### config.mk
export PLATFORM = sky130hd
export DESIGN_NAME = dmm_mac
export DESIGN_NICKNAME = d
export VERILOG_FILES = /design/src/rtl/dmm_pkg.sv /design/src/rtl/dmm_mac.sv
export SDC_FILE = /design/constraint.sdc
export NUM_CORES = 1
export LEC_CHECK = 0
export BUFFER_PORTS_ARGS = -buffer_cell sky130_fd_sc_hd__buf_4
export CAP_MARGIN = 20
export CORE_MARGIN = 2
export CORE_UTILIZATION = 40
export CTS_BUF_LIST = sky130_fd_sc_hd__clkbuf_8
export DETAILED_ROUTE_END_ITERATION = 8
export GPL_ROUTABILITY_DRIVEN = 0
export PLACE_DENSITY_LB_ADDON = 0.2
export SLEW_MARGIN = 25
export SYNTH_ARGS = -nofsm -noshare
export SYNTH_HDL_FRONTEND = slang
export SYNTH_SLANG_ARGS = --single-unit
### constraint.sdc
create_clock -name clk -period 8 [get_ports clk]
set_clock_uncertainty 0.2 [all_clocks]
set_input_delay 1.6 -clock clk [delete_from_list [all_inputs] [get_ports clk]]
set_output_delay 1.6 -clock clk [all_outputs]
set_load 0.005 [all_outputs]
### src/rtl/dmm_pkg.sv
// ----------------------------------------------------------------------------
// dmm_pkg
// Shared types and constants for the dense matrix multiply engine.
// ----------------------------------------------------------------------------
`default_nettype none

package dmm_pkg;

  localparam int IDX_W  = 6;   // row / col index width
  localparam int SIZE_W = 7;   // matrix_size register width
  localparam int VAL_W  = 16;  // Q8.8 element
  localparam int PROD_W = 32;  // Q16.16 single product
  localparam int SUM_W  = 38;  // Q22.16 accumulated result

  localparam logic [SIZE_W-1:0] SIZE_RESET = 7'd64;

  localparam logic signed [SUM_W-1:0] SUM_MAX = 38'sd68719476736;
  localparam logic signed [SUM_W-1:0] SUM_MIN = -38'sd68719476736;

  typedef enum logic [1:0] {
    MODE_WR_A = 2'd0,
    MODE_WR_B = 2'd1,
    MODE_RD_C = 2'd2
  } mode_t;

  // Per-step control that rides alongside the store read data.
  typedef struct packed {
    logic valid;
    logic first;
    logic last;
  } mac_ctrl_t;

endpackage : dmm_pkg

`default_nettype wire

### src/rtl/dmm_mac.sv
// ----------------------------------------------------------------------------
// dmm_mac
// Registered multiply then accumulate, with saturated Q22.16 output.
// ----------------------------------------------------------------------------
`default_nettype none

module dmm_mac (
  input  wire logic                                    clk,
  input  wire logic                                    rst_n,
  input  wire dmm_pkg::mac_ctrl_t                      ctrl_in,   // aligned with addresses
  input  wire logic signed [dmm_pkg::VAL_W-1:0]        a_data,    // arrives the cycle after ctrl_in
  input  wire logic signed [dmm_pkg::VAL_W-1:0]        b_data,
  output logic                                         done,
  output logic signed [dmm_pkg::SUM_W-1:0]             sum
);

  import dmm_pkg::*;

  mac_ctrl_t                 ctrl_d1_r, ctrl_d2_r;
  logic signed [PROD_W-1:0]  prod_r;
  logic signed [SUM_W-1:0]   acc_r, acc_nxt;
  logic                      done_r;

  always_comb begin
    if (ctrl_d2_r.first) begin
      acc_nxt = SUM_W'(prod_r);
    end else begin
      acc_nxt = acc_r + SUM_W'(prod_r);
    end
  end

  // control pipe
  always_ff @(posedge clk) begin
    if (!rst_n) begin
      ctrl_d1_r <= '0;
      ctrl_d2_r <= '0;
      done_r    <= 1'b0;
    end else begin
      ctrl_d1_r <= ctrl_in;
      ctrl_d2_r <= ctrl_d1_r;
      done_r    <= ctrl_d2_r.valid && ctrl_d2_r.last;
    end
  end

  // datapath
  always_ff @(posedge clk) begin
    if (ctrl_d1_r.valid) begin
      prod_r <= a_data * b_data;
    end
    if (ctrl_d2_r.valid) begin
      acc_r <= acc_nxt;
    end
  end

  assign done = done_r;

  always_comb begin
    if (acc_r > SUM_MAX) begin
      sum = SUM_MAX;
    end else if (acc_r < SUM_MIN) begin
      sum = SUM_MIN;
    end else begin
      sum = acc_r;
    end
  end

endmodule : dmm_mac

`default_nettype wire
Yosys cells after proc, flatten, opt, wreduce, memory -nomap -nowiden
Index checks and enable logic that the tools add are counted.
- bits in registers: 77
- output and inout bits: 39
- mux-type cells: 3
- add/sub/neg operators: 1
- $lt $le $gt $ge: 2
- $mul: 1
- reduce and logical (&&, ||, !) cells: 1
- operators by type and width (cell ; count):
    $mux W38 ; 3
    $add A38 B32 Y38 ; 1
    $gt A38 B38 Y1 const B ; 1
    $lt A38 B37 Y1 const B ; 1
    $mul A16 B16 Y32 ; 1
    $logic_and A1 B1 Y1 ; 1

Logic depth before layout (Yosys ltp)
Gate-level depths: netlist of the first run.
- depth after elaboration: 3
- gate-level depth with buffers: 25
- gate-level depth less buffers: 23

Worst setup path after synthesis of the first run
OpenSTA, ideal clock, no wires.
- path kind: in2reg
- start point: input port a_data[15] in the netlist's numbering
- end point: register prod_r[31] (data pin)
- library setup time: 0.262 ns
- data required time: 7.538 ns
- arrival: 7.112 ns
- stages on the path: 23
- path slack: 0.426 ns
- cells stage by stage: clkbuf_1 nand2_1 inv_1 fa_1 fa_1 fa_1 fa_1 fa_1 inv_1 fa_1 inv_1 ha_1 clkbuf_1 a21o_1 nand2_1 nand2_1 a21oi_1 nand2b_1 o31a_1 nand4_1 nand4_2 o31ai_2 xnor2_1
- word-level cells in the longest chain between the ends: 1
- RTL lines (element ; line ; source):
    start: declaration ; dmm_mac.sv:11 ; input wire logic signed [dmm_pkg::VAL_W-1:0] a_data,
    $mul A16 B16 Y32 ; dmm_mac.sv:48 ; prod_r <= a_data * b_data;
    end signal: assignment ; dmm_mac.sv:48 ;
    end: declaration ; dmm_mac.sv:20 ; logic signed [PROD_W-1:0] prod_r;
Every way passes these cells.
A chain may end at the register's enable or synchronous reset.

Worst setup path in the final report of the first run
- start point: input port b_data[1] in the netlist's numbering
- end point: register prod_r[30] (data pin)
- word-level cells in the longest chain between the ends: 1
- RTL lines (element ; line ; source):
    start: declaration ; dmm_mac.sv:12 ; input wire logic signed [dmm_pkg::VAL_W-1:0] b_data,
    $mul A16 B16 Y32 ; dmm_mac.sv:48 ;
Every way passes these cells.

==> results of run 1 <==
worst max-delay path by stage:
| stage | cells past startpoint | slack [ns] | endpoint |
|---|---|---|---|
| global route | 22 | 0.33 | prod_r[30] |
| detailed placement | 22 | 0.30 | prod_r[30] |
| finish | 22 | 0.67 | prod_r[30] |
| CTS | 22 | 0.70 | prod_r[30] |
| global placement | 22 | 0.37 | prod_r[25] |
| floorplan | 23 | 0.43 | prod_r[31] |
cell usage after synthesis, types with 3 or more instances:
master / count
o31ai_1: 7
o21ai_0: 50
nand4_1: 5
xor2_1: 23
ha_1: 119
nor3_1: 16
nand2b_1: 14
a211oi_1: 4
xnor2_1: 42
o21ai_1: 17
nor2_1: 45
o211ai_1: 4
o21a_1: 7
nand2_1: 166
dfxtp_1: 7
nor4_1: 9
a21o_1: 20
a31oi_1: 9
clkbuf_1: 47
and3_1: 4
mux2_2: 3
and2_1: 167
or2_2: 3
edfxtp_1: 70
a21oi_2: 7
o21bai_1: 12
nand3_1: 12
o2111ai_1: 3
inv_1: 303
a21oi_1: 54
fa_1: 263
sequential cells by signal, indices dropped and copies added, names as in the netlist:
name and cells:
prod_r 32, acc_r 38, ctrl_d1_r 3, done 1
ctrl_d2_r 3
kinds of logic after synthesis:
logic type / count (synthesis)
and+or+nand+nor: 458
buffers and inverters: 351
DFF: 77
adders and majority gates: 382
AOI/OAI and AO/OA: 214
muxes: 5
xor gates and xnor gates: 65
worst max-delay path: stages:
cell	delay [ns]
buf_4	0.18
nand2_1	0.13
inv_1	0.10
fa_1	0.73
fa_1	0.49
fa_1	0.49
fa_1	0.50
fa_1	0.49
inv_1	0.05
fa_1	0.47
inv_1	0.04
ha_1	0.34
a21o_1	0.21
a21oi_1	0.16
o21bai_1	0.08
a31oi_1	0.18
o21ai_0	0.12
or3_1	0.31
a31oi_1	0.20
o31ai_1	0.10
a21oi_1	0.17
xnor2_1	0.08
final cells by class:
class / instances / share of cell area
Inverter: 303 / 0.0716
Clock inverter: 6 / 0.00410
Multi-Input combinational cell: 1124 / 0.699
Timing Repair Buffer: 83 / 0.0392
Tap cell: 468 / 0.0369
Clock buffer: 9 / 0.00780
Sequential cell: 77 / 0.141
stage by stage:
| stage | setup slack, ns | std cells |
|---|---|---|
| after floorplan | 0.426 | 1552 |
| after global placement | 0.370 | 2055 |
| after detailed placement | 0.295 | 2055 |
| after CTS | 0.696 | 2070 |
| after global routing | 0.331 | 2070 |
| final | 0.671 | 2070 |
routing by layer:
metal	share of wire	vias up
met1	0.51	5019
met4	0.0077	0
met2	0.45	149
met3	0.034	17
met5	0	-
li1	-	4967
==> summary.txt, run 1 <==
Clock network
  • Clock tree sinks: 77
  • CTS tree: done
  • CTS H-tree depth: 3
  • Reg clk slew, reported paths: 0.08 ns
  • Post-CTS Hold Fix Bufs: 0
  • Clk Latency, worst-skew pair: 0.35 ns
  • Post-cts sizing count: 0
  • Maximum clock path buffer count: 2
  • Root buf cell: clkbuf_8
  • CTS Buf Count: 9
  • Setup Fix Bufs, Post-CTS: 0

Finish
  • Most common cell after layout, fill and taps aside: inv_1
  • Sequential Area: 0.00225 mm2
  • Inserted Diodes: 0
  • Layout cell share with drive strength beyond 1: 0.0793
  • Fin area: 0.0159 mm2
  • Final net count: 2017
  • Layout Utilization: 0.437
  • Area of the multi-input gates: 0.0111 mm2
  • Filler cell count: 3589
  • Commonest non-fill, non-tap cells in the layout: 303 x inv_1, 263 x fa_1, 167 x and2_1
  • Layout overhead on the synthesized area: 8.28%

Setup path
  • Worst setup EP type: register
  • R2r setup slk: 4.66 ns
  • CP Max Fanout: 16
  • Reg2reg start: acc_r[0]
  • WP data required: 7.91 ns
  • Worst path arrival time: 7.24 ns
  • Crit start category: input pin
  • CP Class: in -> reg
  • Reg2reg path depth: 13
  • Reg-to-Reg End: acc_r[14]
  • Critical Path Start: b_data[1]

STA
  • Unrepaired setup endpoints after global routing: no
  • Fin. max-slew vios: 0
  • Tmin final: 7.33 ns
  • Final setup fails: 0
  • Worst Tran Pin Value: 0.642 ns
  • Period utilisation layout: 0.916
  • Max_slew headroom: 0.572
  • Final Hold Fails: 0
  • Fmax: 0.136 GHz
  • Hold slack: 0.242 ns
  • TNS Setup: 0 ns

Placement
  • Dpl cell area: 0.0157 mm2
  • Port bufs: 75
  • DP HPWL: 27800 um

Global route
  • Pin count of the biggest net entering global routing: 68
  • Met1 usage: 0.263
  • Met3 Track Usage GR: 0.0219
  • Busiest grt layer: met2
  • First-pass GRT wire length: 56200 um
  • GR Util met2: 0.298
  • All-Layer GR Usage: 0.181
  • Number of global-route vias before repair: 10972
  • Grt ovf: 0
  • Initial antenna violation count: 0

Min path
  • Worst Hold Path EP: ctrl_d2_r[0]
  • Hold Crit Depth: 1
  • Worst hold path type: reg -> reg
  • Hold_sp: ctrl_d1_r[0]

Yosys
  • Synth Area in Compound Gates: 0.0948
  • Synth Cell Area: 0.0147 mm2
  • Adder-Cell Fraction of Synth Area: 0.460
  • Largest family of logic cells by synthesized area: adder cells
  • Leading area contributor after synthesis: fa_1
  • Yosys cell types: 63
  • Syn Area/Cell: 9.45 um2
  • Post-synth EDFFs: 70
  • Top post-synthesis cells by area: fa_1 36%, edfxtp_1 14%, ha_1 10%, inv_1 7.8%, and2_1 7.1%
  • Syn nets: 1971
  • Share of the synthesized area in the top cell type: 0.359
  • Post-synthesis sequential area ratio: 0.153
  • Most used DFF post-synth: edfxtp_1
  • Post-synthesis xor/xnor area fraction: 0.0388
  • Mux contribution to synthesized area: 0.00367
  • Synth Warn #: 0
  • Flops & latches, synth: 77
  • Asr flop ratio synth: 0
  • Cells after synthesis: 1552
  • Post-synthesis simple-gate area fraction: 0.159

Die
  • Io pins: 76
  • Die W: 196 um
  • Initial core utilization: 0.404
  • Core footprint: 0.0363 mm2
  • Die area: 0.0382 mm2
  • Die Ht: 196 um
  • Row count: 70

Route
  • Post-route DRC: 0
  • Vias per std cell: 4.90
  • First DRT Iteration DRCs: 427
  • Drt total wl: 32800 um
  • Antenna-violating nets left: 0
  • Via count: 10152
  • Avg WL per Cell: 15.8 um
  • Initial DRT Pass Iterations: 5

Run status
  • Outcome: finished clean

Flow run
  • MaxCap Viol Count: 0
Power of run 1 is left out: the tool's default activity adds up to more than one toggle a clock period on the data nets, which glitch-free logic cannot reach.
==> inputs of run 2 (changes only) <==
--- a/config.mk
+++ b/config.mk
@@ -5,12 +5,12 @@
 export SDC_FILE = /design/constraint.sdc
 export NUM_CORES = 1
 export LEC_CHECK = 0
-export BUFFER_PORTS_ARGS = -buffer_cell sky130_fd_sc_hd__buf_4
 export CAP_MARGIN = 20
 export CORE_MARGIN = 2
 export CORE_UTILIZATION = 40
 export CTS_BUF_LIST = sky130_fd_sc_hd__clkbuf_8
 export DETAILED_ROUTE_END_ITERATION = 8
+export DONT_BUFFER_PORTS = 1
 export GPL_ROUTABILITY_DRIVEN = 0
 export PLACE_DENSITY_LB_ADDON = 0.2
 export SLEW_MARGIN = 25
==> constraint.sdc (replaced) <==
create_clock -name clk -period 6.6 [get_ports clk]
set_clock_uncertainty 0.2 [all_clocks]
set_input_delay 1.32 -clock clk [delete_from_list [all_inputs] [get_ports clk]]
set_output_delay 1.32 -clock clk [all_outputs]
set_load 0.005 [all_outputs]
==> run 2 against run 1 <==
Non-clock buffer count is 12 lower. Setup slack worse by 0.58 ns. Largest cell class unchanged. Cell count is 0.53% lower. Via count is 1.4% higher.
==> summary.txt, run 2 (synthesized netlist as in run 1, its figures left out) <==
Route
  • Post-route DRC: 0
  • Drt total wl: 34400 um
  • Initial DRT Pass Iterations: 4
  • Vias per std cell: 5.00
  • Via count: 10299
  • First DRT Iteration DRCs: 445
  • Antenna-violating nets left: 0
  • Avg WL per Cell: 16.7 um

Setup path
  • Crit start category: input pin
  • Worst setup EP type: register
  • Worst path arrival time: 6.41 ns
  • Slowest-stage cell, CP: fa_1
  • Worst path cell trace: and2_1 > fa_1 > inv_1 > fa_2 > fa_1 > fa_1 > inv_1 > fa_1 > fa_1 > ha_4 > and3_4 > nand2_2 > and4bb_1 > o211a_1 > o21a_1 > or2_1 > a21oi_2 > mux2i_1 > o2111ai_1
  • Largest delay share family, worst path: adder cells
  • CP Max Fanout: 16
  • Crit path buffers/inverters: 2
  • Max incr delay on CP: 0.54 ns
  • WP data required: 6.50 ns
  • CP most frequent cell: fa_1
  • CP Class: in -> reg

Global route
  • Number of global-route vias before repair: 10998
  • All-Layer GR Usage: 0.190
  • First-pass GRT wire length: 58000 um
  • Grt ovf: 0
  • Pin count of the biggest net entering global routing: 68
  • Initial antenna violation count: 0

STA
  • Period utilisation layout: 0.987
  • Fin. max-slew vios: 0
  • Tmin final: 6.51 ns
  • Worst Tran Pin Value: 0.998 ns
  • Fmax: 0.154 GHz
  • Max_slew headroom: 0.335
  • Final setup fails: 0
  • Final Hold Fails: 0
  • Unrepaired setup endpoints after global routing: yes

Clock network
  • Root buf cell: clkbuf_8
  • Reg clk slew, reported paths: 0.09 ns
  • Post-CTS Hold Fix Bufs: 0
  • Maximum clock path buffer count: 2
  • Clk Latency, worst-skew pair: 0.36 ns
  • Clock tree sinks: 77
  • CTS Buf Count: 9
  • CTS H-tree depth: 3
  • CTS tree: done

Finish
  • Layout cell share with drive strength beyond 1: 0.0924
  • Inserted Diodes: 0
  • Layout Utilization: 0.439
  • Commonest non-fill, non-tap cells in the layout: 298 x inv_1, 257 x fa_1, 164 x and2_1
  • Register with the most flip-flops: acc_r
  • Most common cell after layout, fill and taps aside: inv_1
  • Final net count: 2005
  • Layout overhead on the synthesized area: 8.71%
  • Max reg flops: 38
  • Top flop regs: acc_r x38, prod_r x32

Flow run
  • MaxCap Viol Count: 0

Run status
  • Outcome: finished clean

Die
  • Die W: 196 um
  • Row count: 70
  • Die area: 0.0382 mm2
  • Core footprint: 0.0363 mm2
  • Initial core utilization: 0.404
  • Die Ht: 196 um
  • Io pins: 76

Placement
  • Port bufs: 0
  • DP HPWL: 28400 um

Min path
  • Worst hold path type: reg -> reg
-- run 2: cell types whose count changed in the layout (fill, tap and decap cells not counted), moves of 5 or more --
cell / change
fa_2: +6
inv_2: +5
buf_4: -12
nand2_1: -5
inv_1: -5
fa_1: -6
ha_1: -7
nand2_2: +5
ha_4: +7
-- run 2: worst paths after layout --
path	cells after the start	start	slack, ns	to
worst min-delay path	1	ctrl_d1_r[1]	0.25	ctrl_d2_r[1]
worst max register to register	13	acc_r[0]	3.24	acc_r[14]
worst max-delay path	19	a_data[7]	0.09	prod_r[25]
worst min register to register	1	ctrl_d1_r[1]	0.25	ctrl_d2_r[1]
-- run 2: cell type report --
class / count / area [um2]
clock buffers: 9 / 124
fillers: 3551 / 20400
well taps: 468 / 586
flip-flops and latches: 77 / 2240
multi-input cells: 1124 / 11300
clock inverters: 7 / 73.8
repair buffers: 71 / 533
inverters: 303 / 1140
-- run 2: repair_timing --
item / in CTS / in global routing
setup endpoints to repair: 0 / 5
buffers inserted: 0 / 3
gates resized for setup: 0 / 14
-- run 2: stage by stage --
step / hold slack [ns] / worst slack (ns) / instance area [um2] / std cells / setup TNS [ns]
final: 0.248 / 0.0883 / 16000 / 2059 / 0
after global routing: 0.274 / -0.0653 / 16000 / 2059 / -0.143
after detailed placement: 0.230 / -0.324 / 15700 / 2040 / -1.90
after global placement: 0.216 / -0.252 / 15700 / 2040 / -1.42
after CTS: 0.251 / 0.0792 / 15900 / 2056 / 0
after floorplan: 0.212 / -0.318 / 14900 / 1552 / -1.21
-- run 2: routing by layer --
metal | global-route usage | vias to the layer above | wire, um
li1 | - | 4945 | -
met1 | 0.278 | 5138 | 17100
met2 | 0.312 | 194 | 15800
met3 | 0.0183 | 22 | 1140
met4 | 0.0277 | 0 | 310
met5 | 0 | - | 0
Power of run 2 is left out for the same reason.
